## src/rtl/two_landmark_position_fix_top_macros.svh

```systemverilog
// Assertion macros for the two-landmark position fix.
// Used by the top level; relies on clk and rst_n in the including scope.
`ifndef TWO_LANDMARK_POSITION_FIX_TOP_MACROS_SVH
`define TWO_LANDMARK_POSITION_FIX_TOP_MACROS_SVH

// same-cycle implication
`define TLPF_ASSERT_NOW(label, ante, cons, msg) \
  label: assert property (@(posedge clk) disable iff (!rst_n) (ante) |-> (cons)) \
    else $error(msg);

// implication after a fixed number of cycles
`define TLPF_ASSERT_DLY(label, ante, dly, cons, msg) \
  label: assert property (@(posedge clk) disable iff (!rst_n) (ante) |-> ##(dly) (cons)) \
    else $error(msg);

`endif

```

## src/rtl/tlpf_pkg.sv

```systemverilog
// Shared constants, types and landmark table for the two-landmark position fix.
// No dependencies.
package tlpf_pkg;

  localparam int NUM_LANDMARKS_DEF = 13;
  localparam int MARK_W  = 4;
  localparam int DIST_W  = 15;
  localparam int BEAR_W  = 12;
  localparam int POS_W   = 16;
  localparam int STAT_W  = 2;
  localparam int COORD_W = 16;
  localparam int DIFF_W  = COORD_W + 1;
  localparam int A_W     = 31;   // dx^2+dy^2 of the field table stays below 2^30
  localparam int PROD_W  = 49;
  localparam int NUM_W   = 52;
  localparam int RAD_W   = 64;
  localparam int ROOT_W  = 32;
  localparam int SQ_STEPS = 32;
  localparam int QUO_W   = 17;
  localparam int FRONT_LAT = 5;
  localparam int DIV_LAT = QUO_W + 2;

  localparam logic [STAT_W-1:0] ST_OK         = 2'd0;
  localparam logic [STAT_W-1:0] ST_BAD_MARK   = 2'd1;
  localparam logic [STAT_W-1:0] ST_COINCIDENT = 2'd2;
  localparam logic [STAT_W-1:0] ST_NO_MEET    = 2'd3;

  typedef struct packed {
    logic signed [NUM_W-1:0]  b;
    logic signed [NUM_W-1:0]  c;
    logic signed [DIFF_W-1:0] dx;
    logic signed [DIFF_W-1:0] dy;
    logic [A_W-1:0]           a;
    logic                     neg;
    logic [STAT_W-1:0]        status;
  } side_t;

  // field points {x, y}, 1/256 m
  function automatic logic [2*COORD_W-1:0] mark_point(input logic [MARK_W-1:0] idx);
    logic [2*COORD_W-1:0] p;
    unique case (idx)
      4'd1:    p = {16'hCB80, 16'hE000};
      4'd2:    p = {16'hCB80, 16'h2000};
      4'd3:    p = {16'h3480, 16'h2000};
      4'd4:    p = {16'h3480, 16'hE000};
      4'd5:    p = {16'h0000, 16'hE000};
      4'd6:    p = {16'h0000, 16'h2000};
      4'd7:    p = {16'hE200, 16'hF900};
      4'd8:    p = {16'hE200, 16'h0700};
      4'd9:    p = {16'h1E00, 16'h0700};
      4'd10:   p = {16'h1E00, 16'hF900};
      4'd11:   p = {16'hCB80, 16'h0000};
      4'd12:   p = {16'h3480, 16'h0000};
      default: p = '0;
    endcase
    return p;
  endfunction

endpackage

```

## src/rtl/tlpf_div.sv

```systemverilog
// Pipelined n/(2a) with round-half-away and 16-bit saturation, one quotient bit per stage.
// Depends on tlpf_pkg.
module tlpf_div (
  input  logic                                clk,
  input  logic                                rst_n,
  input  logic                                valid_i,
  input  logic signed [tlpf_pkg::NUM_W-1:0]   num_i,
  input  logic [tlpf_pkg::A_W-1:0]            a_i,
  output logic                                valid_o,
  output logic signed [tlpf_pkg::POS_W-1:0]   q_o
);

  localparam int NW = tlpf_pkg::NUM_W;
  localparam int QW = tlpf_pkg::QUO_W;
  localparam int DW = tlpf_pkg::A_W + 1;

  logic          v_r   [0:QW];
  logic [NW-1:0] rem_r [0:QW];
  logic [DW-1:0] d2_r  [0:QW];
  logic [QW-1:0] q_r   [0:QW];
  logic          neg_r [0:QW];
  logic          ovf_r [0:QW];
  logic [NW-1:0] mag;

  // prep: magnitude plus half divisor
  assign mag = (num_i < 0 ? NW'(-num_i) : NW'(num_i)) + NW'(a_i);

  always_ff @(posedge clk) begin
    if (!rst_n) begin
      v_r[0] <= 1'b0;
    end else begin
      v_r[0] <= valid_i;
    end
    rem_r[0] <= mag;
    d2_r[0]  <= {a_i, 1'b0};
    q_r[0]   <= '0;
    neg_r[0] <= num_i < 0;
    ovf_r[0] <= 1'b0;
  end

  for (genvar j = 0; j < QW; j++) begin : g_bit
    logic [NW-1:0] sub;
    logic          ovf_nxt;

    assign sub = NW'(d2_r[j]) << (QW-1-j);
    if (j == 0) begin : g_ovf
      assign ovf_nxt = rem_r[j] >= (NW'(d2_r[j]) << QW);
    end else begin : g_keep
      assign ovf_nxt = ovf_r[j];
    end

    always_ff @(posedge clk) begin
      if (!rst_n) begin
        v_r[j+1] <= 1'b0;
      end else begin
        v_r[j+1] <= v_r[j];
      end
      if (rem_r[j] >= sub) begin
        rem_r[j+1] <= rem_r[j] - sub;
        q_r[j+1]   <= q_r[j] | (QW'(1) << (QW-1-j));
      end else begin
        rem_r[j+1] <= rem_r[j];
        q_r[j+1]   <= q_r[j];
      end
      d2_r[j+1]  <= d2_r[j];
      neg_r[j+1] <= neg_r[j];
      ovf_r[j+1] <= ovf_nxt;
    end
  end

  // saturate and apply sign
  logic v_out_r;
  logic signed [tlpf_pkg::POS_W-1:0] q_out_r, q_nxt;
  logic [QW-1:0] qf;

  assign qf = q_r[QW];

  always_comb begin
    if (neg_r[QW]) begin
      if (ovf_r[QW] || qf > QW'(32768)) begin
        q_nxt = {1'b1, {(tlpf_pkg::POS_W-1){1'b0}}};
      end else begin
        q_nxt = tlpf_pkg::POS_W'(-signed'({1'b0, qf}));
      end
    end else begin
      if (ovf_r[QW] || qf > QW'(32767)) begin
        q_nxt = {1'b0, {(tlpf_pkg::POS_W-1){1'b1}}};
      end else begin
        q_nxt = signed'(tlpf_pkg::POS_W'(qf));
      end
    end
  end

  always_ff @(posedge clk) begin
    if (!rst_n) begin
      v_out_r <= 1'b0;
    end else begin
      v_out_r <= v_r[QW];
    end
    q_out_r <= q_nxt;
  end

  assign valid_o = v_out_r;
  assign q_o     = q_out_r;

endmodule
```

## config.mk

```make
export PLATFORM = sky130hd
export DESIGN_NAME = tlpf_div
export DESIGN_NICKNAME = d
export VERILOG_FILES = /design/src/rtl/two_landmark_position_fix_top_macros.svh /design/src/rtl/tlpf_pkg.sv /design/src/rtl/tlpf_div.sv
export SDC_FILE = /design/constraint.sdc
export NUM_CORES = 2
export LEC_CHECK = 0
export BUFFER_PORTS_ARGS = -buffer_cell sky130_fd_sc_hd__buf_2
export CORE_ASPECT_RATIO = 0.7
export CORE_MARGIN = 2
export CORE_UTILIZATION = 30
export DETAILED_ROUTE_END_ITERATION = 16
export GPL_TIMING_DRIVEN = 0
export PLACE_DENSITY = 0.52
export SETUP_SLACK_MARGIN = 0.5
export SYNTH_ARGS = -nofsm -noshare
export SYNTH_HDL_FRONTEND = slang
export SYNTH_SLANG_ARGS = --single-unit
```

## constraint.sdc

```tcl
create_clock -name clk -period 4.2 [get_ports clk]
set_input_delay 0 -clock clk [delete_from_list [all_inputs] [get_ports clk]]
set_output_delay 0 -clock clk [all_outputs]
set_load 0.02 [all_outputs]
```

==> qor.yml <==
status:
  status: "complete, no violations"
layout:
  fin_cells: 12165
  drive_above_1_share: 0.1056
  utilization: 0.3600
  area_growth_pct: 19.49
  num-nets-final: 9403
  final_area_um2: 89250
global_routing:
  grt_pass1_vias: 57436
  grt_max_degree: 17
  grt_overflow_total: 0
  antenna_found_initial: 23
  grt_usage: 0.1749
  grt_pass1_wl_um: 347800
synthesis:
  mappedNetlistArea_um2: 74700
  syn-num-nets: 8887
  postSynth.asyncResetShare: 0
  yosysTopAreaCellShare: 0.4379
  avgSynthCellArea_um2: 9.126
  synth-seq-cells: 1634
  yosys_warnings: 0
  synthFlopType: "dfxtp_1"
  ys_top_cells_by_count: "dfxtp_1 (1634), inv_1 (709), nand2_1 (663)"
  ys_types: 93
  synth_top_area_cell: "dfxtp_1"
  ys_seq_area_frac: 0.4379
  synth.area.top_cells: "dfxtp_1 (44%), ha_1 (10%), xnor2_1 (4.9%), a21oi_1 (4.2%), o21ai_0 (3.7%)"
  synth_cells: 8185
  yosysMostFrequentCell: "dfxtp_1"
  synth_edf_count: 0
worst_setup_path:
  slowest_stage: "nand4_1"
  critPathLaunchType: "flop"
  critPathRequiredTime_ns: 4.93
  critPathArrivalTime_ns: 4.45
  worstPathCellList: "inv_1 -> ha_1 -> nand2_1 -> nor4_1 -> nand4_1 -> o221ai_1 -> nand2_1 -> nand3_1 -> a41oi_2 -> buf_6 -> a2111o_1 -> or3_1 -> xnor2_1"
  critPathKind: "reg2reg"
  cpMostUsedCell: "nand2_1"
  cp-end-kind: "flop"
  worst-path-max-fanout: 6
  critical_path.max_stage_delay_ns: 0.47
detailed_routing:
  drt-vias-per-instance: 4.967
  routed_wl_um: 230000
  vias: 60423
  dr.pass1.iters: 6
  drt-initial-drc-count: 5669
  post-route-drc-count: 0
  ant_nets: 0
  wl_per_cell_um: 18.90
power:
  p_switching_mw: 28.24
  power.leakage_nw: 38.80
  swShare: 0.3952
  p_seq_frac: 0.339
  combPwrFrac: 0.441
  power_density_nw_per_um2: 800.6
  power.internal_mw: 43.22
  ir_drop_uv: 526.2
  clkPwrFrac: 0.220
clock_network:
  htreeDepth: 4
  clockBufferDepth: 4
  cts_buffers: 172
  insertion_delay_ns: 0.85
  cts_tree: "done"
  cts_sinks: 1634
  clockRootBuffer: "clkbuf_16"
  clk_pin_slew_ns: 0.08
worst_hold_path:
  hold_path_class: "in2reg"
timing:
  relSlewSlack: 0.1954
  layout_min_cycle_time_ns: 3.711
  finalHoldViolations: 0
  slew_violations: 0
  tightest_slew_ns: 1.196
  fin_setup_tns_ns: 0
  fmax_ghz: 0.2694
  rsz0062_at_grt: "yes"
  final.period_utilization: 0.8837
  setup_viol: 0
  finalClockSkew_ns: 0.09000
  fin_hold_ws_ns: 0.05846
placed_design:
  gp_congestion: 0.9326
  portBuffers: 99
  placed_area_um2: 79450
  place_inst: 11620
  dpl.hpwl_um: 182100
floorplan:
  die_y_um: 421.5
  die_w_um: 600.4
  dieArea_um2: 253100
  ios: 103
  core_um2: 247900
  initial_core_util: 0.3013
  fp-row-count: 153
run:
  drv_cap: 0
## final cells by class
class / instances / area, µm²
fill: 25023 / 158700
tap: 3332 / 4169
multi-input combinational: 5640 / 40090
clock buffer: 225 / 4818
antenna: 4 / 10.01
clock inverter: 77 / 963.4
timing repair buffer: 342 / 2754
inverter: 710 / 2676
buffer: 201 / 1052
sequential: 1634 / 32720
## cells by family (layout without fill, tap and decap cells)
family	Yosys count	in the layout	synth area share
flops	1634	1634	0.4379
compound gates	2108	2108	0.1768
mux	79	79	0.01181
other cells	0	4	0
fa+ha+maj	616	616	0.1049
xor+xnor	685	685	0.08032
buf+inv	911	1555	0.04593
simple gates	2152	2152	0.1423
## layer usage
layer	vias up	global-route usage	share of wire
met5	-	0	0.00013
li1	29655	-	-
met4	4	0.03529	0.019
met3	300	0.03877	0.083
met1	28476	0.2714	0.51
met2	1988	0.2416	0.39
## layout by cell type, fill, tap and decap left out, types with 53 or more instances in the layout
cell / count
a211oi_1: 57
a21o_1: 302
a21oi_1: 607
and3_1: 53
buf_2: 118
buf_4: 90
clkbuf_1: 111
clkbuf_16: 176
clkbuf_2: 54
dfxtp_1: 1628
dlygate4sd3_1: 157
ha_1: 592
inv_1: 705
mux2_2: 73
nand2_1: 660
nand2b_1: 98
nand3_1: 126
nand4_1: 132
nor2_1: 475
nor2b_1: 82
nor3_1: 112
nor4_1: 66
o21a_1: 70
o21ai_0: 527
o21bai_1: 58
o31ai_1: 53
or3_1: 61
xnor2_1: 415
xor2_1: 266
## per-stage QoR
stage          setup slack (ns)  power (mW)
6_report                 0.4886       71.46
5_1_grt                  0.3623       76.41
4_1_cts                  0.5005       70.80
3_5_place_dp             -1.292       53.64
3_3_place_gp             -1.521       53.49
2_1_floorplan            0.5008       45.13
## power groups by stage
| stage | Sequential (mW) | Combinational, mW | Clock, mW |
|---|---|---|---|
| 2_1_floorplan | 22.5 | 22.6 | 0 |
| 3_3_place_gp | 24.5 | 29.0 | 0 |
| 3_5_place_dp | 24.4 | 29.2 | 0 |
| 4_1_cts | 24.2 | 30.4 | 16.2 |
| 5_1_grt | 24.7 | 35.0 | 16.8 |
| 6_report | 24.2 | 31.5 | 15.7 |
## worst max-delay path, delay by kind of cell (launching register included)
kind	cells	cell delay [ns]
AND/OR/NAND/NOR	6	1.70
XOR/XNOR	1	0.14
buffers and inverters	2	0.27
adder cells (fa/ha/maj)	1	0.39
flip-flops	1	0.34
AO/OA/AOI/OAI	3	0.75
## sequential cells by signal (all words and copies together) (netlist names)
| register | cells |
|---|---|
| rem_r | 884 |
| v_r | 18 |
| q_r | 153 |
| neg_r | 18 |
| d2_r | 527 |
| valid_o | 1 |
| q_o | 16 |
| ovf_r | 17 |
## repair_timing
item                       CTS  global route
hold endpoints to repair   103             0
pin swaps                   31            59
resized for setup          263           255
setup buffers               35            46
gates cloned                 1             0
setup endpoints to repair  677           585
hold buffers               157             0
## final timing paths
kind | from | end | slack [ns] | cells past startpoint
worst max-delay path | d2_r[15][13] | rem_r[8][48] | 0.49 | 13
worst min-delay path | rst_n | v_r[14] | 0.06 | 3
worst max register to register | d2_r[15][13] | rem_r[8][48] | 0.49 | 13
worst min register to register | rem_r[0][12] | rem_r[0][64] | 0.29 | 0
(Power assumes the default switching activity.)
